**config.mk**
```make
export PLATFORM = sky130hd
export DESIGN_NAME = ppt_out_buf
export DESIGN_NICKNAME = d
export VERILOG_FILES = /design/src/ppt_pkg.sv /design/src/ppt_out_buf.sv
export SDC_FILE = /design/constraint.sdc
export NUM_CORES = 1
export LEC_CHECK = 0
export BUFFER_PORTS_ARGS = -buffer_cell sky130_fd_sc_hd__buf_2
export CAP_MARGIN = 40
export CORE_MARGIN = 1
export CORE_UTILIZATION = 50
export CTS_CLUSTER_DIAMETER = 150
export DETAILED_ROUTE_END_ITERATION = 10
export GPL_ROUTABILITY_DRIVEN = 0
export PLACE_DENSITY = 0.74
export SETUP_SLACK_MARGIN = 0.05
export SYNTH_ARGS = -nofsm -noshare
export SYNTH_HDL_FRONTEND = slang
export SYNTH_SLANG_ARGS = --single-unit
```
**constraint.sdc**
```tcl
create_clock -name clock -period 15.98 [get_ports clock]
set_input_delay 2.397 -clock clock [delete_from_list [all_inputs] [get_ports clock]]
set_output_delay 2.397 -clock clock [all_outputs]
set_load 0.05 [all_outputs]
```
**src/ppt_pkg.sv**
```systemverilog
package ppt_pkg;

   localparam int Q_W = 32;
   localparam int FRAC_W = 16;
   localparam int PROD_W = 2 * Q_W;
   localparam int SUM_W = PROD_W + 2;
   localparam int MAG_W = PROD_W;
   localparam int DIV_STEPS = Q_W;
   localparam int DIV_LAT = DIV_STEPS + 2;
   localparam int CSR_AW = 5;
   localparam int CSR_DW = 32;

   localparam logic signed [SUM_W-1:0] DEN_ONE = SUM_W'(1) << (2 * FRAC_W);
   localparam logic [Q_W-1:0] Q_MIN = {1'b1, {(Q_W-1){1'b0}}};
   localparam logic [Q_W-1:0] Q_MAX = {1'b0, {(Q_W-1){1'b1}}};

   typedef enum logic [2:0] {
      COEF_A,
      COEF_B,
      COEF_C,
      COEF_D,
      COEF_E,
      COEF_F,
      COEF_G,
      COEF_H
   } coef_sel_type;

   localparam logic [Q_W-1:0] COEF_ONE = Q_W'(1) << FRAC_W;

   typedef struct packed {
      logic signed [Q_W-1:0] in_x;
      logic signed [Q_W-1:0] in_y;
   } req_word_type;

   typedef struct packed {
      logic signed [Q_W-1:0] out_x;
      logic signed [Q_W-1:0] out_y;
      logic                  zero_denominator;
      logic                  saturated;
   } rsp_word_type;

   typedef struct packed {
      logic [Q_W-1:0] coef_a;
      logic [Q_W-1:0] coef_b;
      logic [Q_W-1:0] coef_c;
      logic [Q_W-1:0] coef_d;
      logic [Q_W-1:0] coef_e;
      logic [Q_W-1:0] coef_f;
      logic [Q_W-1:0] coef_g;
      logic [Q_W-1:0] coef_h;
   } coef_set_type;

   typedef struct packed {
      logic             valid;
      logic             zero;
      logic             neg_x;
      logic             neg_y;
      logic [MAG_W-1:0] num_x;
      logic [MAG_W-1:0] num_y;
      logic [MAG_W-1:0] den;
   } lin_out_type;

endpackage

```
**src/ppt_out_buf.sv**
```systemverilog
module ppt_out_buf (
   input  logic                   clock,
   input  logic                   reset,
   input  logic                   in_valid,
   input  ppt_pkg::rsp_word_type  in_word,
   output logic                   in_ready,
   output logic                   out_valid,
   output ppt_pkg::rsp_word_type  out_word,
   input  logic                   out_stall
);
   import ppt_pkg::*;

   logic         out_v_ff, out_v_in;
   logic         skid_v_ff, skid_v_in;
   rsp_word_type out_w_ff, out_w_in;
   rsp_word_type skid_w_ff, skid_w_in;
   logic         take_in, out_free;

   assign in_ready = !skid_v_ff;
   assign take_in = in_valid && !skid_v_ff;
   assign out_free = !out_v_ff || !out_stall;

   always_comb begin
      out_v_in = out_v_ff;
      out_w_in = out_w_ff;
      skid_v_in = skid_v_ff;
      skid_w_in = skid_w_ff;
      if (out_free) begin
         if (skid_v_ff) begin
            out_v_in = 1'b1;
            out_w_in = skid_w_ff;
            skid_v_in = 1'b0;
         end else begin
            out_v_in = take_in;
            out_w_in = in_word;
         end
      end else if (take_in) begin
         skid_v_in = 1'b1;
         skid_w_in = in_word;
      end
   end

   always_ff @(posedge clock) begin
      if (reset) begin
         out_v_ff <= 1'b0;
         skid_v_ff <= 1'b0;
      end else begin
         out_v_ff <= out_v_in;
         skid_v_ff <= skid_v_in;
      end
   end

   always_ff @(posedge clock) begin
      out_w_ff <= out_w_in;
      skid_w_ff <= skid_w_in;
   end

   assign out_valid = out_v_ff;
   assign out_word = out_w_ff;

endmodule

```
* Word level (Yosys, flattened, before mapping)
Index checks and enable logic that the tools add are counted.
Word-level totals: register bits 134, input bits 70, output and inout bits 68, logic and storage cells 20
Cells by class: multiplexer cells 2, bitwise gates (word level) 1, reduce and logical (&&, ||, !) cells 7
Operators by type and width (number):
- $mux 66 | 1
- $logic_not 1->1 | 3
- $reduce_and 2->1 | 1
- $reduce_or 2->1 | 1
- $logic_and 1x1->1 | 1
- $logic_or 1x1->1 | 1
- $mux 1 | 1
- $not 1->1 | 1

* Depth between registers and ports, before layout
Gate-level depths: netlist of run 1.
word-level depth 4, mapped depth 5, mapped depth without buffers 2

* Least setup slack after synthesis of run 1
Ideal clock, no wire load.
kind input to register, start in out_stall, end reg skid_w_ff[0] (netlist name) (enable), setup time 0.584 ns, arrival 8.856 ns, data required time 15.396 ns, slack 6.540 ns, stages 2, buffers on the path 0, path through nand2_1 -> nor3b_1
On the way: cells in the longest elaborated chain, start to end 4
Ends and longest elaborated chain:
- from (decl) | RTL line ppt_out_buf.sv:9 | input logic out_stall
- $logic_not 1->1 | RTL line ppt_out_buf.sv:21 | assign out_free = !out_v_ff || !out_stall;
- $logic_or 1x1->1 | RTL line ppt_out_buf.sv:21
- $not 1->1 (no line)
- $reduce_and 2->1 (no line)
- to (signal assigned) | RTL line ppt_out_buf.sv:55 | skid_w_ff <= skid_w_in;
- to (decl) | RTL line ppt_out_buf.sv:16 | rsp_word_type skid_w_ff, skid_w_in;
No other way between the ends. A chain may end at the register's enable or synchronous reset.

* Worst setup path after layout of run 1
start reg skid_v_ff, end out in_ready
On the way: cells in the longest elaborated chain, start to end 1
Ends and longest elaborated chain:
- from (decl) | RTL line ppt_out_buf.sv:14 | logic skid_v_ff, skid_v_in;
- from (signal assigned) | RTL line ppt_out_buf.sv:49 | skid_v_ff <= skid_v_in;
- $logic_not 1->1 | RTL line ppt_out_buf.sv:19 | assign in_ready = !skid_v_ff;
- to (decl) | RTL line ppt_out_buf.sv:6 | output logic in_ready,
No other way between the ends.

==> out/metrics.csv, run 1 <==
stage;metric;value;unit
grt;global-route wire length before repair;12.5;mm
yosys;largest area contributor in the netlist;edfxtp_1;
power_and_ir_drop;register share of total power;0.462;
power_and_ir_drop;clock power share;0.437;
finish;Fillers;640;
worst_setup_path;critical path depth in cells;2;
power_and_ir_drop;Cell Int Power;0.683;mW
grt;GR Overflow Total;0;
finish;ANT cells;0;
route;Via-to-Cell Ratio;4.90;
clock_tree;CTS tree;done;
timing;max-slew violation count;0;
grt;vias in the first global route;2426;
power_and_ir_drop;VDD IR max;0.0000803;V
clock_tree;clk_lat worst skew;0.50;ns
route;Routed Antenna Nets;0;
route;Via Count;2483;
yosys;Post-Syn Nets;284;
worst_setup_path;Crit Path Category;reg2out;
yosys;top cell type's share of synthesized area;0.815;
route;WL per Instance;16.1;um
power_and_ir_drop;combinational power share;0.101;
route;final WL;8.14;mm
worst_setup_path;Startpoint Class;flop;
timing;unrepaired setup endpoints after global routing;no;
floorplanning;Die Wd;101;um
clock_tree;CTS resizes;0;
timing;Tcrit/Tclk final;0.241;
worst_setup_path;Critical Path AT;1.46;ns
run;Max Cap Violations;0;
timing;final hold slack;0.543;ns
timing;Relative slew margins;0.644;
yosys;Mapped Cells;214;
yosys;Synth Area per Inst;22.7;um^2
floorplanning;FP Rows;35;
yosys;Area contributors post-synth;edfxtp_1 82%, mux2_2 14%, mux2_4 2.2%, dfxtp_1 0.82%, buf_6 0.69%;
clock_tree;Num CTS Buffers;17;
timing;clock skew;0.00586;ns
route;DRC;0;
worst_setup_path;CP Max Fanout;34;
worst_setup_path;Worst EP required;13.58;ns
finish;synthesis-to-layout area growth;30.2;%
worst_setup_path;Register-to-Register Path Depth;3;
clock_tree;Post-CTS Hold Buffers;0;
worst_setup_path;Worst path max stage delay;0.67;ns
hold_path;hold path depth;1;
finish;most common cell after layout, fill and taps aside;buf_2;
clock_tree;CTS root buffer;clkbuf_8;
grt;initial antenna violation count;0;
power_and_ir_drop;Psw;0.208;mW
worst_setup_path;buffers plus inverters on the worst setup path;2;
yosys;#FFs+latches synth;134;
timing;# setup viols final;0;
floorplanning;die height;101;um
clock_tree;H-tree Lvls;4;
timing;final hold violations;0;
grt;GRT Total Usage;0.173;
timing;FMAX;0.260;GHz
timing;Slew @ Worst Pin;0.534;ns
route;DR pass1 iterations;4;
timing;crit path time final;3.85;ns
grt;largest net degree at the start of global routing;51;
yosys;synth unique cells;12;
floorplanning;starting density of the core;0.521;
finish;ratio of cells with drive above 1 in the final layout;0.630;
outcome;status;finished clean;
worst_setup_path;worst path cell trace;inv_1, buf_2;
timing;Post-Route Setup TNS;0;ns
worst_setup_path;Reg-to-Reg End;skid_w_ff[39];
hold_path;Hold Path Origin;skid_w_ff[50];
route;initial DRC count;80;
yosys;post-synthesis sequential area ratio;0.824;
floorplanning;die footprint;10100;um^2
clock_tree;clock buffer depth;2;
yosys;Yosys warnings;0;
clock_tree;setup bufs post-CTS;0;
hold_path;Hold Crit Class;reg2reg;
worst_setup_path;reg2reg start;skid_v_ff;
place;post-DP HPWL;5.26;mm
finish;most frequent cells in the layout;137 x buf_2, 132 x edfxtp_1, 59 x mux2_2, 16 x clkbuf_16, 7 x mux2_4;
finish;nets;436;
power_and_ir_drop;total power;0.890;mW
worst_setup_path;CP delay by family, top;flip-flops;
hold_path;hold worst-path end;out_word[50];
place;PortBufs;137;
yosys;Mapped Area;4860;um^2
worst_setup_path;R2R Setup Slk;14.15;ns
clock_tree;Clock Sinks;134;
power_and_ir_drop;switching share of power;0.233;
worst_setup_path;slowest cell on the critical path;dfxtp_4;
floorplanning;CORE AREA;9330;um^2
worst_setup_path;crit path capture type;output pin;
clock_tree;Worst-path clk slew;0.06;ns
power_and_ir_drop;PD cells;141;nW/um^2
power_and_ir_drop;static leakage;2.43;nW
floorplanning;I/O pins;138;
==> synthesized netlist by cell type (all sizes together) <==
cell type / instances
edfxtp: 132
mux2: 66
buf: 8
dfxtp: 2
a21oi: 1
inv: 1
nand2: 1
nor2: 1
nor3: 1
nor3b: 1
==> registers in the layout, indices dropped and copies added, names as in the netlist <==
signal     flops
out_valid      1
out_word      66
skid_v_ff      1
skid_w_ff     66
==> per-layer routing <==
metal | vias to the layer above | routed length, um | global-route usage
met5 | - | 0 | 0
met4 | 0 | 122 | 0.0814
met3 | 14 | 400 | 0.0527
met2 | 96 | 3900 | 0.261
met1 | 1202 | 3720 | 0.232
li1 | 1171 | - | -
==> stage by stage <==
stage	cells	setup WS, ns	util	instance area [um^2]
after detailed placement	476	12.13	0.614	5730
after global placement	474	11.74	0.609	5680
final	507	12.13	0.678	6330
after global routing	507	12.04	0.678	6330
after CTS	507	12.09	0.678	6330
after floorplan	214	6.54	-	4860
==> cell type report <==
class / instances / area (um^2) / share of cell area
Multi-Input combinational cell: 71 / 807 / 0.128
Timing Repair Buffer: 141 / 748 / 0.118
Sequential cell: 134 / 4010 / 0.633
Clock buffer: 18 / 418 / 0.0660
Tap cell: 129 / 161 / 0.0255
Inverter: 1 / 3.75 / 0.000593
Clock inverter: 13 / 183 / 0.0289
==> cells by family after synthesis <==
| group | Yosys count | share of synthesized area |
|---|---|---|
| AO/OA/AOI/OAI | 1 | 0.00103 |
| buffers and inverters | 9 | 0.0129 |
| flip-flops | 134 | 0.824 |
| multiplexers | 66 | 0.158 |
| AND/OR/NAND/NOR | 4 | 0.00412 |
==> power groups by stage <==
stage / Sequential [mW] / Combinational, mW / Clock, mW
finish: 0.411 / 0.0895 / 0.389
global route: 0.413 / 0.0941 / 0.413
CTS: 0.412 / 0.0904 / 0.397
detailed placement: 0.419 / 0.0900 / 0
global placement: 0.419 / 0.0875 / 0
floorplan: 0.467 / 0.0159 / 0
==> how the worst max path moves through the flow <==
stage | slack [ns] | from | endpoint
global route | 12.04 | skid_v_ff | in_ready
detailed placement | 12.13 | out_stall | skid_w_ff[29]
global placement | 11.74 | out_stall | skid_w_ff[29]
floorplan | 6.54 | out_stall | skid_w_ff[0]
CTS | 12.09 | skid_v_ff | in_ready
finish | 12.13 | skid_v_ff | in_ready
Note: power is estimated with default switching activity, not from simulation.
==> run 2, diff against run 1 <==
--- a/config.mk
+++ b/config.mk
@@ -5,6 +5,7 @@
 export SDC_FILE = /design/constraint.sdc
 export NUM_CORES = 1
 export LEC_CHECK = 0
+export ABC_AREA = 1
 export BUFFER_PORTS_ARGS = -buffer_cell sky130_fd_sc_hd__buf_2
 export CAP_MARGIN = 40
 export CORE_MARGIN = 1
==> constraint.sdc (replaced) <==
create_clock -name clock -period 3.55 [get_ports clock]
set_input_delay 0.5325 -clock clock [delete_from_list [all_inputs] [get_ports clock]]
set_output_delay 0.5325 -clock clock [all_outputs]
set_load 0.05 [all_outputs]
==> run 2 against run 1 <==
First-iteration DRC count rose by 43%. Via count up 23%. Critical path depth grew 1. Synthesized area grew 0.64%. Routed wire length increased by 12%. Hold slack worse by 0.32 ns. Cell count grew 27%.
==> out/metrics.csv, run 2 <==
stage;metric;value;unit;change
power_and_ir_drop;clock power share;0.443;;was 0.437
worst_setup_path;Worst path max stage delay;0.45;ns;was 0.67 ns
clock_tree;Clock Sinks;134;;unchanged
yosys;most common library cells after synthesis;201 x nand2_1, 132 x edfxtp_1, 9 x buf_2, 4 x buf_6, 3 x nor2_1;;was 132 x edfxtp_1, 59 x mux2_2, 7 x mux2_4, 5 x buf_2, 3 x buf_6
worst_setup_path;slowest cell on the critical path;buf_4;;was dfxtp_4
route;final WL;9.12;mm;was 8.14 mm
hold_path;Hold Crit Class;in2reg;;was reg2reg
route;DR pass1 iterations;4;;unchanged
timing;crit path time final;2.56;ns;
yosys;Mapped Area;4890;um^2;was 4860 um^2
grt;vias in the first global route;2988;;was 2426
timing;# setup viols final;0;;unchanged
power_and_ir_drop;Psw;0.993;mW;was 0.208 mW
finish;synthesis-to-layout area growth;29.2;%;was 30.2%
grt;GRT Total Usage;0.193;;was 0.173
floorplanning;I/O pins;138;;unchanged
worst_setup_path;Worst EP required;3.02;ns;was 13.58 ns
worst_setup_path;Critical Path AT;2.02;ns;was 1.46 ns
timing;Relative slew margins;0.437;;was 0.644
worst_setup_path;Startpoint Class;flop;;unchanged
timing;Tcrit/Tclk final;0.720;;
timing;max-slew violation count;0;;unchanged
grt;global-route wire length before repair;14.3;mm;was 12.5 mm
grt;GR Overflow Total;0;;unchanged
yosys;synth unique cells;11;;was 12
clock_tree;Num CTS Buffers;17;;unchanged
worst_setup_path;worst path cell trace;inv_2, buf_4, buf_2;;was inv_1, buf_2
clock_tree;Worst-path clk slew;0.06;ns;about the same
power_and_ir_drop;Cell Int Power;3.14;mW;was 0.683 mW
timing;FMAX;0.391;GHz;
yosys;Top FF cell, synth;edfxtp_1;;unchanged
timing;Post-Route Setup TNS;0;ns;unchanged
power_and_ir_drop;VDD IR max;0.000310;V;was 0.0000803 V
route;Via-to-Cell Ratio;4.75;;was 4.90
timing;Slew @ Worst Pin;0.845;ns;was 0.534 ns
timing;final hold violations;0;;unchanged
floorplanning;starting density of the core;0.522;;was 0.521
outcome;status;finished clean;;unchanged
place;post-DP HPWL;5.70;mm;was 5.26 mm
yosys;post-synthesis sequential area ratio;0.818;;was 0.824
clock_tree;clk_lat worst skew;0.50;ns;about the same
worst_setup_path;Crit Path Category;reg2out;;unchanged
floorplanning;die footprint;10200;um^2;was 10100 um^2
clock_tree;CTS root buffer;clkbuf_8;;unchanged
timing;final worst slack;0.993;ns;was 12.13 ns
power_and_ir_drop;register share of total power;0.451;;was 0.462
route;initial DRC count;114;;was 80
clock_tree;setup bufs post-CTS;0;;unchanged
floorplanning;CORE AREA;9370;um^2;was 9330 um^2
finish;nets;572;;was 436
clock_tree;H-tree Lvls;4;;unchanged
route;Routed Antenna Nets;0;;unchanged
yosys;Post-Syn Nets;427;;was 284
finish;ANT cells;0;;unchanged
grt;initial antenna violation count;0;;unchanged
place;Place WS;1.47;ns;was 12.13 ns
timing;clock skew;0.0105;ns;was 0.00586 ns
clock_tree;Post-CTS Hold Buffers;0;;unchanged
route;WL per Instance;14.2;um;was 16.1 um
yosys;Async SR Flop Fraction;0;;unchanged
power_and_ir_drop;static leakage;2.75;nW;was 2.43 nW
timing;unrepaired setup endpoints after global routing;no;;unchanged
yosys;Area contributors post-synth;edfxtp_1 81%, nand2_1 15%, buf_2 0.92%, buf_6 0.92%, dfxtp_1 0.82%;;was edfxtp_1 82%, mux2_2 14%, mux2_4 2.2%, dfxtp_1 0.82%, buf_6 0.69%
yosys;Synth Area per Inst;13.7;um^2;was 22.7 um^2
yosys;Mapped Cells;357;;was 214
worst_setup_path;crit path capture type;output pin;;unchanged
power_and_ir_drop;switching share of power;0.240;;was 0.233
yosys;most frequent cell after synthesis;nand2_1;;was edfxtp_1
worst_setup_path;CP Max Fanout;36;;was 34
power_and_ir_drop;PD cells;654;nW/um^2;was 141 nW/um^2
run;Max Cap Violations;0;;unchanged
yosys;top cell type's share of synthesized area;0.810;;was 0.815
clock_tree;CTS tree;done;;unchanged
clock_tree;clock buffer depth;2;;unchanged
grt;largest net degree at the start of global routing;69;;was 51
yosys;#FFs+latches synth;134;;unchanged
yosys;largest area contributor in the netlist;edfxtp_1;;unchanged
floorplanning;FP Rows;35;;unchanged
floorplanning;die height;101;um;about the same
yosys;number of synthesized flops with an enable pin;132;;unchanged
clock_tree;CTS resizes;0;;unchanged
route;Via Count;3061;;was 2483
place;PortBufs;137;;unchanged
floorplanning;Die Wd;101;um;about the same
power_and_ir_drop;combinational power share;0.106;;was 0.101
finish;ratio of cells with drive above 1 in the final layout;0.336;;was 0.630
yosys;Yosys warnings;0;;unchanged
finish;most frequent cells in the layout;200 x nand2_1, 137 x buf_2, 132 x edfxtp_1, 16 x clkbuf_16, 5 x bufinv_16;;was 137 x buf_2, 132 x edfxtp_1, 59 x mux2_2, 16 x clkbuf_16, 7 x mux2_4
finish;most common cell after layout, fill and taps aside;nand2_1;;was buf_2
route;DRC;0;;unchanged
run 2: area by class of cell:
class | instances | area [um^2]
multi-input cells | 206 | 791
repair buffers | 141 | 728
clock inverters | 14 | 208
fillers | 713 | 3050
inverters | 2 | 7.51
well taps | 129 | 161
flip-flops and latches | 134 | 4010
clock buffers | 18 | 418
run 2: worst paths after layout:
kind              slack [ns]           from             to  depth (start not counted)
hold / removal          0.22    in_word[13]  skid_w_ff[13]                          1
hold reg to reg         0.51  skid_w_ff[40]   out_word[40]                          2
setup reg to reg        1.48      skid_v_ff  skid_w_ff[50]                          4
setup / recovery        0.99      skid_v_ff       in_ready                          3
run 2: layer usage:
| layer | vias up | GRT usage | share of wire |
|---|---|---|---|
| met3 | 17 | 0.0680 | 0.044 |
| met4 | 0 | 0.0925 | 0.023 |
| met5 | - | 0 | 0 |
| met2 | 103 | 0.316 | 0.52 |
| met1 | 1442 | 0.228 | 0.41 |
| li1 | 1499 | - | - |
run 2: cells by family (layout without fill, tap and decap cells):
group                  count (synthesis)  count (layout)  share of synthesized area
AOI/OAI and AO/OA                      1               1                    0.00102
buffers and inverters                 17             175                     0.0230
DFF                                  134             134                      0.818
and+or+nand+nor                      205             205                      0.158
run 2: through the flow:
step                      cells  utilization  hold slack, ns  instance area [um^2]  total power [mW]
after detailed placement    612        0.607           0.501                  5690              2.34
after global routing        644        0.674           0.180                  6320              4.26
after global placement      612        0.607           0.498                  5690              2.33
after CTS                   644        0.674           0.194                  6320              4.16
final                       644        0.674           0.224                  6320              4.13
after floorplan             357            -           0.494                  4900              2.21
run 2: worst max-delay path, delay by kind of cell (launching register included):
family                 cells  cell delay [ns]
buffers and inverters      3             1.19
DFF                        1             0.32
run 2: power by group through the flow:
stage	Combinational [mW]	Sequential, mW	Clock [mW]
after global routing	0.464	1.87	1.93
after floorplan	0.0718	2.13	0
after CTS	0.443	1.86	1.86
after global placement	0.435	1.89	0
after detailed placement	0.441	1.90	0
final	0.439	1.86	1.83
